## config.mk

```make
export PLATFORM = sky130hd
export DESIGN_NAME = multilevel_priority_queue_flat
export DESIGN_NICKNAME = d
export VERILOG_FILES = /design/src/hw/rtl/mpq_pkg.sv /design/src/hw/rtl/mpq_in_if.sv /design/src/hw/rtl/mpq_out_if.sv /design/src/hw/rtl/mpq_store.sv /design/src/hw/rtl/mpq_ctrl.sv /design/src/hw/rtl/multilevel_priority_queue.sv /design/src/flat_wrapper.sv
export SDC_FILE = /design/constraint.sdc
export NUM_CORES = 2
export LEC_CHECK = 0
export ABC_AREA = 1
export BUFFER_PORTS_ARGS = -buffer_cell sky130_fd_sc_hd__buf_2
export CAP_MARGIN = 5
export CORE_MARGIN = 5
export CORE_UTILIZATION = 55
export CTS_CLUSTER_SIZE = 40
export DETAILED_ROUTE_END_ITERATION = 10
export PLACE_DENSITY = 0.71
export SKIP_CTS_REPAIR_TIMING = 1
export SLEW_MARGIN = 20
export SYNTH_ARGS = -nofsm -noshare
export SYNTH_HDL_FRONTEND = slang
export SYNTH_SLANG_ARGS = --single-unit
export TNS_END_PERCENT = 1
```

## constraint.sdc

```tcl
create_clock -name clk -period 6.6 [get_ports clk]
set_input_delay 0.99 -clock clk [delete_from_list [all_inputs] [get_ports clk]]
set_output_delay 0.99 -clock clk [all_outputs]
set_load 0.03 [all_outputs]
```

## src/hw/rtl/mpq_pkg.sv

```systemverilog
// shared types, codes and field widths for the multilevel priority queue
package mpq_pkg;

    localparam int ID_FIELD_BITS    = 16;
    localparam int PRIO_BITS        = 4;
    localparam int COUNT_FIELD_BITS = 8;

    localparam int LEVELS_DEFAULT   = 8;
    localparam int DEPTH_DEFAULT    = 16;
    localparam int ID_BITS_DEFAULT  = 16;

    localparam logic FUNC_PUSH = 1'b0;
    localparam logic FUNC_POP  = 1'b1;

    typedef enum logic [1:0] {
        STATUS_OK        = 2'd0,
        STATUS_FULL      = 2'd1,
        STATUS_BAD_PRIO  = 2'd2,
        STATUS_EMPTY_POP = 2'd3
    } status_t;

    typedef struct packed {
        status_t                       status;
        logic                          head_valid;
        logic [ID_FIELD_BITS-1:0]      head_task_id;
        logic [PRIO_BITS-1:0]          head_priority;
        logic [ID_FIELD_BITS-1:0]      removed_task_id;
        logic [COUNT_FIELD_BITS-1:0]   total_count;
    } result_t;

endpackage

```

## src/hw/rtl/mpq_in_if.sv

```systemverilog
// request channel: push or pop word
interface mpq_in_if;
    logic                                 valid;
    logic                                 ready;
    logic                                 func;
    logic [mpq_pkg::ID_FIELD_BITS-1:0]    task_id;
    logic [mpq_pkg::PRIO_BITS-1:0]        priority_req;

    modport source (output valid, output func, output task_id, output priority_req,
                    input ready);
    modport sink   (input valid, input func, input task_id, input priority_req,
                    output ready);
endinterface

```

## src/hw/rtl/mpq_out_if.sv

```systemverilog
// response channel: status and head word after each request
interface mpq_out_if;
    logic                                  valid;
    logic                                  ready;
    mpq_pkg::status_t                      status;
    logic                                  head_valid;
    logic [mpq_pkg::ID_FIELD_BITS-1:0]     head_task_id;
    logic [mpq_pkg::PRIO_BITS-1:0]         head_priority;
    logic [mpq_pkg::ID_FIELD_BITS-1:0]     removed_task_id;
    logic [mpq_pkg::COUNT_FIELD_BITS-1:0]  total_count;

    modport source (output valid, output status, output head_valid, output head_task_id,
                    output head_priority, output removed_task_id, output total_count,
                    input ready);
    modport sink   (input valid, input status, input head_valid, input head_task_id,
                    input head_priority, input removed_task_id, input total_count,
                    output ready);
endinterface

```

## src/hw/rtl/mpq_store.sv

```systemverilog
// task memory: one write port, one read port, registered read data
module mpq_store #(
    parameter int WORDS     = mpq_pkg::LEVELS_DEFAULT * mpq_pkg::DEPTH_DEFAULT,
    parameter int WORD_BITS = mpq_pkg::ID_BITS_DEFAULT,
    parameter int ADDR_BITS = $clog2(WORDS)
) (
    input  logic                 clk,
    input  logic                 wr_en,
    input  logic [ADDR_BITS-1:0] wr_addr,
    input  logic [WORD_BITS-1:0] wr_data,
    input  logic [ADDR_BITS-1:0] rd_addr,
    output logic [WORD_BITS-1:0] rd_data
);

    logic [WORD_BITS-1:0] mem [WORDS];
    logic [WORD_BITS-1:0] rd_data_reg;

    // read returns the old word on a same-address write
    always_ff @(posedge clk)
    begin
        if (wr_en)
        begin
            mem[wr_addr] <= wr_data;
        end
        rd_data_reg <= mem[rd_addr];
    end

    assign rd_data = rd_data_reg;

endmodule

```

## src/hw/rtl/mpq_ctrl.sv

```systemverilog
// per-level ring pointers, request sequencing and response register
module mpq_ctrl #(
    parameter int LEVELS    = mpq_pkg::LEVELS_DEFAULT,
    parameter int DEPTH     = mpq_pkg::DEPTH_DEFAULT,
    parameter int ID_BITS   = mpq_pkg::ID_BITS_DEFAULT,
    parameter int ADDR_BITS = $clog2(LEVELS * DEPTH)
) (
    input  logic                 clk,
    input  logic                 rst_n,
    mpq_in_if.sink               req,
    mpq_out_if.source            rsp,
    output logic                 mem_wr_en,
    output logic [ADDR_BITS-1:0] mem_wr_addr,
    output logic [ID_BITS-1:0]   mem_wr_data,
    output logic [ADDR_BITS-1:0] mem_rd_addr,
    input  logic [ID_BITS-1:0]   mem_rd_data
);

    localparam int LB = $clog2(LEVELS);
    localparam int PB = $clog2(DEPTH);
    localparam int CB = $clog2(DEPTH + 1);
    localparam int TB = $clog2(LEVELS * DEPTH + 1);
    localparam int IDW = mpq_pkg::ID_FIELD_BITS;
    localparam int PW = mpq_pkg::PRIO_BITS;
    localparam int CW = mpq_pkg::COUNT_FIELD_BITS;
    localparam logic [ADDR_BITS-1:0] DEPTH_A = ADDR_BITS'(DEPTH);
    localparam logic [PB-1:0] LAST_PTR = PB'(DEPTH - 1);
    localparam logic [CB-1:0] FULL_CNT = CB'(DEPTH);
    localparam logic [PW:0] LEVELS_P = (PW + 1)'(LEVELS);

    typedef enum logic {
        ST_IDLE,
        ST_READ
    } state_t;

    state_t               state_reg;
    logic [PB-1:0]        head_reg [LEVELS];
    logic [PB-1:0]        tail_reg [LEVELS];
    logic [CB-1:0]        count_reg [LEVELS];
    logic [TB-1:0]        total_reg;
    logic [ID_BITS-1:0]   head_task_reg;
    mpq_pkg::status_t     status_reg;
    logic [ID_BITS-1:0]   removed_reg;
    logic                 any_reg;
    logic [LB-1:0]        top_reg;
    logic                 fwd_reg;
    logic [ID_BITS-1:0]   fwd_id_reg;
    logic                 out_valid_reg;
    mpq_pkg::result_t     out_reg;

    logic [PB-1:0]        head_next [LEVELS];
    logic [PB-1:0]        tail_next [LEVELS];
    logic [CB-1:0]        count_next [LEVELS];
    logic [TB-1:0]        total_next;

    logic                 accept;
    logic [ID_BITS-1:0]   id_in;
    logic [ID_BITS+IDW-1:0] id_wide;
    logic [PW-1:0]        prio_m1;
    logic                 prio_ok;
    logic                 cur_any;
    logic [LB-1:0]        cur_top;
    logic                 new_any;
    logic [LB-1:0]        new_top;
    logic [LB-1:0]        lv;
    logic                 push_ok;
    logic                 pop_ok;
    mpq_pkg::status_t     status_c;
    logic [ID_BITS-1:0]   head_word;
    logic [ID_BITS+IDW-1:0] head_wide;
    logic [ID_BITS+IDW-1:0] removed_wide;
    logic [TB+CW-1:0]     total_wide;
    logic [LB:0]          prio_out;
    logic [LB+PW:0]       prio_wide;

    assign req.ready = (state_reg == ST_IDLE) && (!out_valid_reg || rsp.ready);
    assign accept    = req.valid && req.ready;

    assign id_wide = (ID_BITS + IDW)'(req.task_id);
    assign id_in   = id_wide[ID_BITS-1:0];
    assign prio_m1 = req.priority_req - PW'(1);
    assign prio_ok = (req.priority_req != '0) && ({1'b0, req.priority_req} <= LEVELS_P);

    // highest non-empty level before the request
    always_comb
    begin
        cur_any = 1'b0;
        cur_top = '0;
        for (int l = 0; l < LEVELS; l++)
        begin
            if (count_reg[l] != '0)
            begin
                cur_any = 1'b1;
                cur_top = LB'(l);
            end
        end
    end

    always_comb
    begin
        push_ok  = 1'b0;
        pop_ok   = 1'b0;
        status_c = mpq_pkg::STATUS_OK;
        lv       = cur_top;
        if (req.func == mpq_pkg::FUNC_PUSH)
        begin
            lv = prio_m1[LB-1:0];
            if (!prio_ok)
            begin
                status_c = mpq_pkg::STATUS_BAD_PRIO;
            end
            else if (count_reg[lv] == FULL_CNT)
            begin
                status_c = mpq_pkg::STATUS_FULL;
            end
            else
            begin
                push_ok = 1'b1;
            end
        end
        else
        begin
            if (!cur_any)
            begin
                status_c = mpq_pkg::STATUS_EMPTY_POP;
            end
            else
            begin
                pop_ok = 1'b1;
            end
        end
    end

    always_comb
    begin
        for (int l = 0; l < LEVELS; l++)
        begin
            head_next[l]  = head_reg[l];
            tail_next[l]  = tail_reg[l];
            count_next[l] = count_reg[l];
        end
        total_next = total_reg;
        if (accept && push_ok)
        begin
            tail_next[lv]  = (tail_reg[lv] == LAST_PTR) ? '0 : tail_reg[lv] + PB'(1);
            count_next[lv] = count_reg[lv] + CB'(1);
            total_next     = total_reg + TB'(1);
        end
        else if (accept && pop_ok)
        begin
            head_next[lv]  = (head_reg[lv] == LAST_PTR) ? '0 : head_reg[lv] + PB'(1);
            count_next[lv] = count_reg[lv] - CB'(1);
            total_next     = total_reg - TB'(1);
        end
    end

    // highest non-empty level after the request
    always_comb
    begin
        new_any = 1'b0;
        new_top = '0;
        for (int l = 0; l < LEVELS; l++)
        begin
            if (count_next[l] != '0)
            begin
                new_any = 1'b1;
                new_top = LB'(l);
            end
        end
    end

    assign mem_wr_en   = accept && push_ok;
    assign mem_wr_addr = ADDR_BITS'(lv) * DEPTH_A + ADDR_BITS'(tail_reg[lv]);
    assign mem_wr_data = id_in;
    assign mem_rd_addr = ADDR_BITS'(new_top) * DEPTH_A + ADDR_BITS'(head_next[new_top]);

    // a push into an empty level that becomes the top collides with the read
    assign head_word    = fwd_reg ? fwd_id_reg : mem_rd_data;
    assign head_wide    = (ID_BITS + IDW)'(head_word);
    assign removed_wide = (ID_BITS + IDW)'(removed_reg);
    assign total_wide   = (TB + CW)'(total_reg);
    assign prio_out     = {1'b0, top_reg} + (LB + 1)'(1);
    assign prio_wide    = (LB + PW + 1)'(prio_out);

    always_ff @(posedge clk or negedge rst_n)
    begin
        if (!rst_n)
        begin
            state_reg     <= ST_IDLE;
            total_reg     <= '0;
            out_valid_reg <= 1'b0;
            for (int l = 0; l < LEVELS; l++)
            begin
                head_reg[l]  <= '0;
                tail_reg[l]  <= '0;
                count_reg[l] <= '0;
            end
        end
        else
        begin
            for (int l = 0; l < LEVELS; l++)
            begin
                head_reg[l]  <= head_next[l];
                tail_reg[l]  <= tail_next[l];
                count_reg[l] <= count_next[l];
            end
            total_reg <= total_next;
            case (state_reg)
                ST_IDLE:
                begin
                    if (rsp.ready)
                    begin
                        out_valid_reg <= 1'b0;
                    end
                    if (accept)
                    begin
                        state_reg   <= ST_READ;
                        status_reg  <= status_c;
                        removed_reg <= pop_ok ? head_task_reg : '0;
                        any_reg     <= new_any;
                        top_reg     <= new_top;
                        fwd_reg     <= push_ok && (new_top == lv) && (count_reg[lv] == '0);
                        fwd_id_reg  <= id_in;
                    end
                end
                ST_READ:
                begin
                    state_reg     <= ST_IDLE;
                    head_task_reg <= head_word;
                    out_valid_reg <= 1'b1;
                    out_reg.status          <= status_reg;
                    out_reg.head_valid      <= any_reg;
                    out_reg.head_task_id    <= any_reg ? head_wide[IDW-1:0] : '0;
                    out_reg.head_priority   <= any_reg ? prio_wide[PW-1:0] : '0;
                    out_reg.removed_task_id <= removed_wide[IDW-1:0];
                    out_reg.total_count     <= total_wide[CW-1:0];
                end
                default:
                begin
                    state_reg <= ST_IDLE;
                end
            endcase
        end
    end

    assign rsp.valid           = out_valid_reg;
    assign rsp.status          = out_reg.status;
    assign rsp.head_valid      = out_reg.head_valid;
    assign rsp.head_task_id    = out_reg.head_task_id;
    assign rsp.head_priority   = out_reg.head_priority;
    assign rsp.removed_task_id = out_reg.removed_task_id;
    assign rsp.total_count     = out_reg.total_count;

endmodule

```

## src/hw/rtl/multilevel_priority_queue.sv

```systemverilog
// top level of the multilevel priority queue: pointer control plus task memory
//
//   channel | dir | words carried
//   --------+-----+---------------------------------------------------------
//   req     | in  | func, task_id, priority_req
//   rsp     | out | status, head_valid, head_task_id, head_priority,
//           |     | removed_task_id, total_count
//
// each request runs in two states: the accept cycle updates the level pointers and
// writes the memory, the next cycle gets the new head word from the registered
// memory read and loads the response register.
// reset clears pointers and counts at once; the task memory is not cleared.
// a held response stalls the next request until it is taken.
module multilevel_priority_queue #(
    parameter int LEVELS  = mpq_pkg::LEVELS_DEFAULT,
    parameter int DEPTH   = mpq_pkg::DEPTH_DEFAULT,
    parameter int ID_BITS = mpq_pkg::ID_BITS_DEFAULT
) (
    input  logic      clk,
    input  logic      rst_n,
    mpq_in_if.sink    req,
    mpq_out_if.source rsp
);

    localparam int WORDS     = LEVELS * DEPTH;
    localparam int ADDR_BITS = $clog2(WORDS);

    logic                 mem_wr_en;
    logic [ADDR_BITS-1:0] mem_wr_addr;
    logic [ID_BITS-1:0]   mem_wr_data;
    logic [ADDR_BITS-1:0] mem_rd_addr;
    logic [ID_BITS-1:0]   mem_rd_data;

    mpq_ctrl #(
        .LEVELS    (LEVELS),
        .DEPTH     (DEPTH),
        .ID_BITS   (ID_BITS),
        .ADDR_BITS (ADDR_BITS)
    ) u_ctrl (
        .clk         (clk),
        .rst_n       (rst_n),
        .req         (req),
        .rsp         (rsp),
        .mem_wr_en   (mem_wr_en),
        .mem_wr_addr (mem_wr_addr),
        .mem_wr_data (mem_wr_data),
        .mem_rd_addr (mem_rd_addr),
        .mem_rd_data (mem_rd_data)
    );

    mpq_store #(
        .WORDS     (WORDS),
        .WORD_BITS (ID_BITS),
        .ADDR_BITS (ADDR_BITS)
    ) u_store (
        .clk     (clk),
        .wr_en   (mem_wr_en),
        .wr_addr (mem_wr_addr),
        .wr_data (mem_wr_data),
        .rd_addr (mem_rd_addr),
        .rd_data (mem_rd_data)
    );

endmodule

```

## src/flat_wrapper.sv

```systemverilog
// flat-port wrapper written by rule: the top's interface ports become plain ports
module multilevel_priority_queue_flat 
#(
    parameter int LEVELS  = mpq_pkg::LEVELS_DEFAULT,
    parameter int DEPTH   = mpq_pkg::DEPTH_DEFAULT,
    parameter int ID_BITS = mpq_pkg::ID_BITS_DEFAULT
)
  (clk, rst_n, req_valid, req_func, req_task_id, req_priority_req, req_ready, rsp_valid, rsp_status, rsp_head_valid, rsp_head_task_id, rsp_head_priority, rsp_removed_task_id, rsp_total_count, rsp_ready);
  mpq_in_if req_i ();
  mpq_out_if rsp_i ();
  input  logic clk;
  input  logic rst_n;
  input wire logic [$bits(req_i.valid)-1:0] req_valid;
  input wire logic [$bits(req_i.func)-1:0] req_func;
  input wire logic [$bits(req_i.task_id)-1:0] req_task_id;
  input wire logic [$bits(req_i.priority_req)-1:0] req_priority_req;
  output wire logic [$bits(req_i.ready)-1:0] req_ready;
  output wire logic [$bits(rsp_i.valid)-1:0] rsp_valid;
  output wire logic [$bits(rsp_i.status)-1:0] rsp_status;
  output wire logic [$bits(rsp_i.head_valid)-1:0] rsp_head_valid;
  output wire logic [$bits(rsp_i.head_task_id)-1:0] rsp_head_task_id;
  output wire logic [$bits(rsp_i.head_priority)-1:0] rsp_head_priority;
  output wire logic [$bits(rsp_i.removed_task_id)-1:0] rsp_removed_task_id;
  output wire logic [$bits(rsp_i.total_count)-1:0] rsp_total_count;
  input wire logic [$bits(rsp_i.ready)-1:0] rsp_ready;
  assign req_i.valid = req_valid;
  assign req_i.func = req_func;
  assign req_i.task_id = req_task_id;
  assign req_i.priority_req = req_priority_req;
  assign req_ready = req_i.ready;
  assign rsp_valid = rsp_i.valid;
  assign rsp_status = rsp_i.status;
  assign rsp_head_valid = rsp_i.head_valid;
  assign rsp_head_task_id = rsp_i.head_task_id;
  assign rsp_head_priority = rsp_i.head_priority;
  assign rsp_removed_task_id = rsp_i.removed_task_id;
  assign rsp_total_count = rsp_i.total_count;
  assign rsp_i.ready = rsp_ready;
  multilevel_priority_queue #(.LEVELS(LEVELS), .DEPTH(DEPTH), .ID_BITS(ID_BITS)) u_core (.clk(clk), .rst_n(rst_n), .req(req_i), .rsp(rsp_i));
endmodule
```

Yosys cells after proc, flatten, opt, wreduce, memory -nomap -nowiden --
Memory sizes are Yosys's and may differ from the RTL's. A register that Yosys moved wholly into a read port is not among the register bits. Index checks and enable logic that the tools add are counted.
Storage, ports and cells: word-level logic and storage cells 168, memories 1, bits in registers 216, memory bits (writable) 2048
Operators by class: muxes and demuxes 71, equality and inequality tests 5, bitwise gates (word level) 4, order comparisons 5, reductions and logical operators 32, $add $sub $neg 10
Memory list:
- u_core.u_store.mem | words 128, bits a word 16, read ports 1, clocked after memory_dff 1, wr ports 1, line mpq_store.sv:15 | logic [WORD_BITS-1:0] mem [WORDS];
Operator list (number):
- bitwise mux 40 bit | 2
- 2-to-1 mux 40 bit | 2
- nonzero test 5 bit | 16
- bitwise mux 32 bit | 2
- 2-to-1 mux 32 bit | 2
- 2-to-1 mux 3 bit | 13
- binary-select mux 4 bit (select 3 bit) | 3
- 2-to-1 mux 4 bit | 9
- binary-select mux 5 bit (select 3 bit) | 2
- 2-to-1 mux 5 bit | 5
- 2-to-1 mux 1 bit | 21
- 2-to-1 mux 16 bit | 1
- 2-to-1 mux 8 bit | 2
- demux 5 bit (select 3 bit) | 1
- adder 7 x 4 -> 7 bit | 2
- demux 4 bit (select 3 bit) | 1
- >= comparator 4 bit, second input constant | 3
- NOT 3 -> 4 bit | 3
- adder 4 x 1 -> 4 bit, second input constant | 2
- adder 8 x 1 -> 8 bit, second input constant | 1
- == test 4 bit, second input constant | 2
- logical AND 1 bit | 8
- subtractor 8 x 1 -> 8 bit, second input constant | 1
- OR reduction 7 bit | 1
- 19 further kinds | 22

Longest topological paths before layout --
depth in word-level cells 30, mapped depth 49, depth with buffers taken out 44

By module --
Synthesis repeated with hierarchy kept, for this count alone.
Second synthesis, totals: cells, all modules 8096, area, all modules 94087.7 um^2
By module, submodules not included:
- mpq_store | cells each 6793, area each 82828.2 um^2, instances 1
- mpq_ctrl | cells each 1303, area each 11259.5 um^2, instances 1

Least setup slack after synthesis --
OpenSTA, ideal clock, no wires.
path type input -> register, from input port req_priority_req[0], to register u_core.u_store.rd_data_reg[5], in the netlist u_core.u_store.rd_data[5], read port of u_core.u_store.mem, data arrival time 5.296 ns, cell stages on the path 45, path slack 1.190 ns, path buffers 6, required time 6.487 ns, path through inv_2 -> ha_1 -> xnor2_1 -> nand2_1 -> nand2_2 -> inv_2 -> nor2_2 -> buf_4 -> nand4_1 -> nand2_1 -> nor2_1 -> nand2_1 -> buf_4 -> inv_1 -> ha_1 -> inv_1 -> o21ai_0 -> a21oi_1 -> (+9 left out) -> nand2_2 -> nand2_2 -> buf_6 -> nand2_1 -> nand3_1 -> nand3_2 -> nand2_4 -> buf_6 -> buf_4 -> buf_4 -> nand2_1 -> nand3_1 -> nand3_1 -> nand3_1 -> nand3_1 -> nand3_1 -> nand3_1 -> nand2_1
RTL lines:
- from (decl) | line flat_wrapper.sv:16 | input wire logic [$bits(req_i.priority_req)-1:0] req_priority_req;
- to (decl) | line mpq_store.sv:16 | logic [WORD_BITS-1:0] rd_data_reg;

Final worst setup path --
from register u_core.u_ctrl.count_reg[23] (netlist name), to register u_core.u_store.rd_data_reg[15], in the netlist u_core.u_store.rd_data[15], read port of u_core.u_store.mem
Between the ends: word-level cells in the longest chain between the ends 28, elaborated cells on any way between the ends 68, those cells by class add/sub: 4; order compare: 2; eq/ne: 2; mux: 47; bitwise: 2; reduce/logical: 11
Ends and longest elaborated chain:
- from (decl) | line mpq_ctrl.sv:39 | logic [CB-1:0] count_reg [LEVELS];
- from (signal, indexed assignment) | line mpq_ctrl.sv:205 | count_reg[l] <= count_next[l];
- nonzero test 5 bit | line mpq_ctrl.sv:91 | if (count_reg[l] != '0)
- 2-to-1 mux 3 bit (5 in series) | line mpq_ctrl.sv:91
- 2-to-1 mux 3 bit | line mpq_ctrl.sv:105 | if (req.func == mpq_pkg::FUNC_PUSH)
- NOT 3 -> 4 bit | line mpq_ctrl.sv:146, mpq_ctrl.sv:151, mpq_ctrl.sv:152
- binary-select mux 5 bit (select 3 bit) (tied with other cells) | line mpq_ctrl.sv:146, mpq_ctrl.sv:152
- 2-to-1 mux 5 bit (not written as such) / logical AND 1 bit (equally long branches) | line mpq_ctrl.sv:146, mpq_ctrl.sv:152, mpq_ctrl.sv:151
- 2-to-1 mux 5 bit (not written as such) | line mpq_ctrl.sv:146, mpq_ctrl.sv:152
- subtractor 5 x 1 -> 5 bit / demux 5 bit (select 3 bit) (equally long branches) | line mpq_ctrl.sv:152, mpq_ctrl.sv:146
- (+2 left out)
- 2-to-1 mux 40 bit | line mpq_ctrl.sv:143 | if (accept && push_ok)
- nonzero test 5 bit | line mpq_ctrl.sv:164 | if (count_next[l] != '0)
- 2-to-1 mux 1 bit | line mpq_ctrl.sv:164
- 2-to-1 mux 3 bit (6 in series) | line mpq_ctrl.sv:164
- NOT 3 -> 4 bit (not written as such) | line mpq_ctrl.sv:175 | assign mem_rd_addr = ADDR_BITS'(new_top) * DEPTH_A + ADDR_BITS'(head_next[new_top]);
- binary-select mux 4 bit (select 3 bit) | line mpq_ctrl.sv:175
- 2-to-1 mux 4 bit (not written as such) (2 in series) | line mpq_ctrl.sv:175
- adder 7 x 4 -> 7 bit (*) | line mpq_ctrl.sv:175
Every way passes the cells marked *; elsewhere a longest branch is shown, timed or not. The select of a mux whose other input is x is not followed. A chain may end at the register's enable or synchronous reset.

==> flow_summary.json <==
{
  "netlist.top_cell.by_area": "sky130_fd_sc_hd__edfxtp_1",
  "clk_latency_ns": 0.87,
  "drtPass1Iterations": 8,
  "arrival_ns": 7.08,
  "largest_driver_fanout_on_the_critical_path": 40,
  "boundaryPins": 74,
  "final_antenna_net_count": 0,
  "via_count_of_the_first_global_routing_pass": 65445,
  "clock_tree.root_cell": "sky130_fd_sc_hd__clkbuf_16",
  "number_of_flops_mapped_to_enable_cells_by_yosys": 2150,
  "worst-setup-path-type": "flop to flop",
  "number_of_flip_flops_in_the_largest_register": 2048,
  "finalInstanceArea_um2": 109000,
  "clk_transition_reported_paths_ns": 0.06,
  "layout_area_growth_over_synthesis_pct": 15.4,
  "ys_dominant_reg_cell": "sky130_fd_sc_hd__edfxtp_1",
  "gr-usage-met1": 0.438,
  "grt_use_total": 0.316,
  "grt.overflow.total": 0,
  "place_hpwl_um": 178000,
  "finClkSkew_ns": 0.0437,
  "placement.cell_area_um2": 102000,
  "yosysUniqueCellTypes": 54,
  "worst-slew-pin-transition_ns": 1.15,
  "via_per_inst": 6.26,
  "synthMostInstantiatedCell": "sky130_fd_sc_hd__nand3_1",
  "syn-instance-count": 8080,
  "synthesis.yosys.warnings": 0,
  "die_x_um": 425,
  "number_of_max_slew_violations_in_the_final_report": 0,
  "post-route-drc-count": 0,
  "global_route.usage.met2": 0.476,
  "timing.fmax_mhz": 159,
  "min-delay-path-class": "input port to async pin",
  "final_layout_size_suffix_gt1_frac": 0.138,
  "share_of_flip_flops_with_an_asynchronous_set_or_reset": 0.0500,
  "setup.reg_to_reg.worst_slack_ns": 0.31,
  "tritoncts.num_buffers": 216,
  "total_of_flip_flops_plus_latches_after_synthesis": 2280,
  "area_of_the_core_region_um2": 171000,
  "syn_area_per_cell_um2": 11.7,
  "grt_busiest_layer": "met2",
  "synth_top_area_share": 0.682,
  "synth.top_cells.by_area": "sky130_fd_sc_hd__edfxtp_1 (68%), sky130_fd_sc_hd__nand3_1 (15%), sky130_fd_sc_hd__nand2_1 (6.8%)",
  "net_total_in_the_final_layout": 8537,
  "headroom_to_the_max_slew_limit": 0.231,
  "clk_path_buf_depth": 3,
  "timing.critical_path.required_ns": 7.39,
  "synth.cell_area_um2": 94700,
  "routed_wire_length_per_instance_um": 26.3,
  "pre_cts_ws_ns": -0.273,
  "syn-num-nets": 8119,
  "seq_area_frac_synth": 0.715,
  "dieHeight_um": 425,
  "sum_neg_setup_slack_ns": 0,
  "first_pass_grt_wire_length_um": 426000,
  "fp.dieArea_um2": 181000,
  "hold_slack_ns": 0.179,
  "leakagePower_nw": 39.7,
  "pd_cells_nw_per_um2": 463,
  "route.vias.total": 68889,
  "htree_levels": 4,
  "setup_viol": 0,
  "routed_wirelength_um": 289000,
  "finalCriticalPeriod_ns": 6.29,
  "cap_viol_max_count": 0,
  "starting_density_of_the_core": 0.553,
  "numPortBuffers": 73,
  "critical_path.endpoint_type": "flop",
  "slowest_delay_ns": 0.42,
  "antenna_found_initial": 8,
  "gp_routability_congestion": 0.951,
  "std_cell_rows": 152,
  "layout_setup_ws_ns": 0.313,
  "grt_start_max_net_pins": 90,
  "worst_setup_path_start_kind": "flop",
  "grt_setup_unrepaired": "no",
  "run_status": "completed",
  "cts_tree": "done",
  "vdd.ir_drop.worst_v": 0.000380,
  "grt.met3_usage": 0.0721,
  "synth_commonest_cells": "sky130_fd_sc_hd__nand3_1 (2781), sky130_fd_sc_hd__edfxtp_1 (2150), sky130_fd_sc_hd__nand2_1 (1725)",
  "worst_path_max_delay_cell": "sky130_fd_sc_hd__dfrtp_1",
  "detail_route.iter0.violations": 10388,
  "timing.final.crit_share": 0.953,
  "clock_tree_sinks": 2280,
  "finalHoldViolCount": 0,
  "path_common_cell": "sky130_fd_sc_hd__nand2_1"
}
[layout by cell type, fill, tap and decap left out, drive strengths merged, types with 21 or more instances in the layout]
| cell type | instances |
|---|---|
| dfrtp | 114 |
| nand4 | 23 |
| nand3 | 2786 |
| nand2 | 1744 |
| nor2 | 245 |
| inv | 150 |
| bufinv | 21 |
| buf | 765 |
| clkinv | 96 |
| clkbuf | 274 |
| a21oi | 70 |
| o21ai | 107 |
| edfxtp | 2150 |
[path summary, 6_finish.rpt]
| path | start | end | depth (start not counted) |
|---|---|---|---|
| worst min-delay path | rst_n | u_core.u_ctrl.count_reg[27] | 1 |
| max in group asynchronous | rst_n | u_core.u_ctrl.tail_reg[30] | 2 |
| worst min register to register | u_core.u_ctrl.removed_reg[1] | u_core.u_ctrl.rsp.removed_task_id[1] | 0 |
| worst max-delay path | u_core.u_ctrl.count_reg[23] | u_core.u_store.rd_data[15] | 42 |
| min in group clk | u_core.u_ctrl.removed_reg[1] | u_core.u_ctrl.rsp.removed_task_id[1] | 0 |
| worst max register to register | u_core.u_ctrl.count_reg[23] | u_core.u_store.rd_data[15] | 42 |
[kinds of logic (layout without fill, tap and decap cells)]
group                    after synthesis  in the layout  share of synthesized area
buffers and inverters                714           1318                     0.0358
flip-flops                          2280           2280                      0.715
XOR/XNOR                              10             10                   0.000925
adder cells (fa/ha/maj)               14             14                    0.00193
multiplexers                           7              7                   0.000833
AND/OR/NAND/NOR                     4831           4831                      0.232
AO/OA/AOI/OAI                        224            224                     0.0131
other                                  0              4                          0
[per-layer routing]
layer  part of all wire  vias up
met5            0.00022        -
met4              0.054       10
met3               0.12      779
met2               0.45     4824
met1               0.37    33216
li1                   -    30060
[critical path: cells and delay by family (launching register included)]
kind / cells / cell delay (ns)
AO/OA/AOI/OAI: 4 / 0.61
adder cells (fa/ha/maj): 1 / 0.29
buffers and inverters: 9 / 1.67
flip-flops: 1 / 0.42
AND/OR/NAND/NOR: 28 / 3.19
[per-stage QoR]
step | std cells | util | total power, mW
floorplan | 8080 | - | 28.5
global placement | 10587 | 0.595 | 37.4
detailed placement | 10587 | 0.595 | 37.6
CTS | 10991 | 0.637 | 50.0
global route | 10994 | 0.638 | 52.6
finish | 10998 | 0.638 | 50.5
[area by class of cell]
class	instances	area [um2]
sequential	2280	67700
fill	12514	62100
multi-input combinational	5086	23700
timing repair buffer	767	7290
clock buffer	272	5760
tap	2310	2890
clock inverter	132	1310
inverter	147	583
antenna	4	10.0
[power by group]
part	leakage (nW)	switching, mW	total [mW]	internal (mW)
combinational	15.3	14.2	21.5	7.29
clock	3.46	5.40	12.4	7.01
sequential	20.9	0.437	16.7	16.2
No activity file was read; power rests on OpenSTA's default activity.
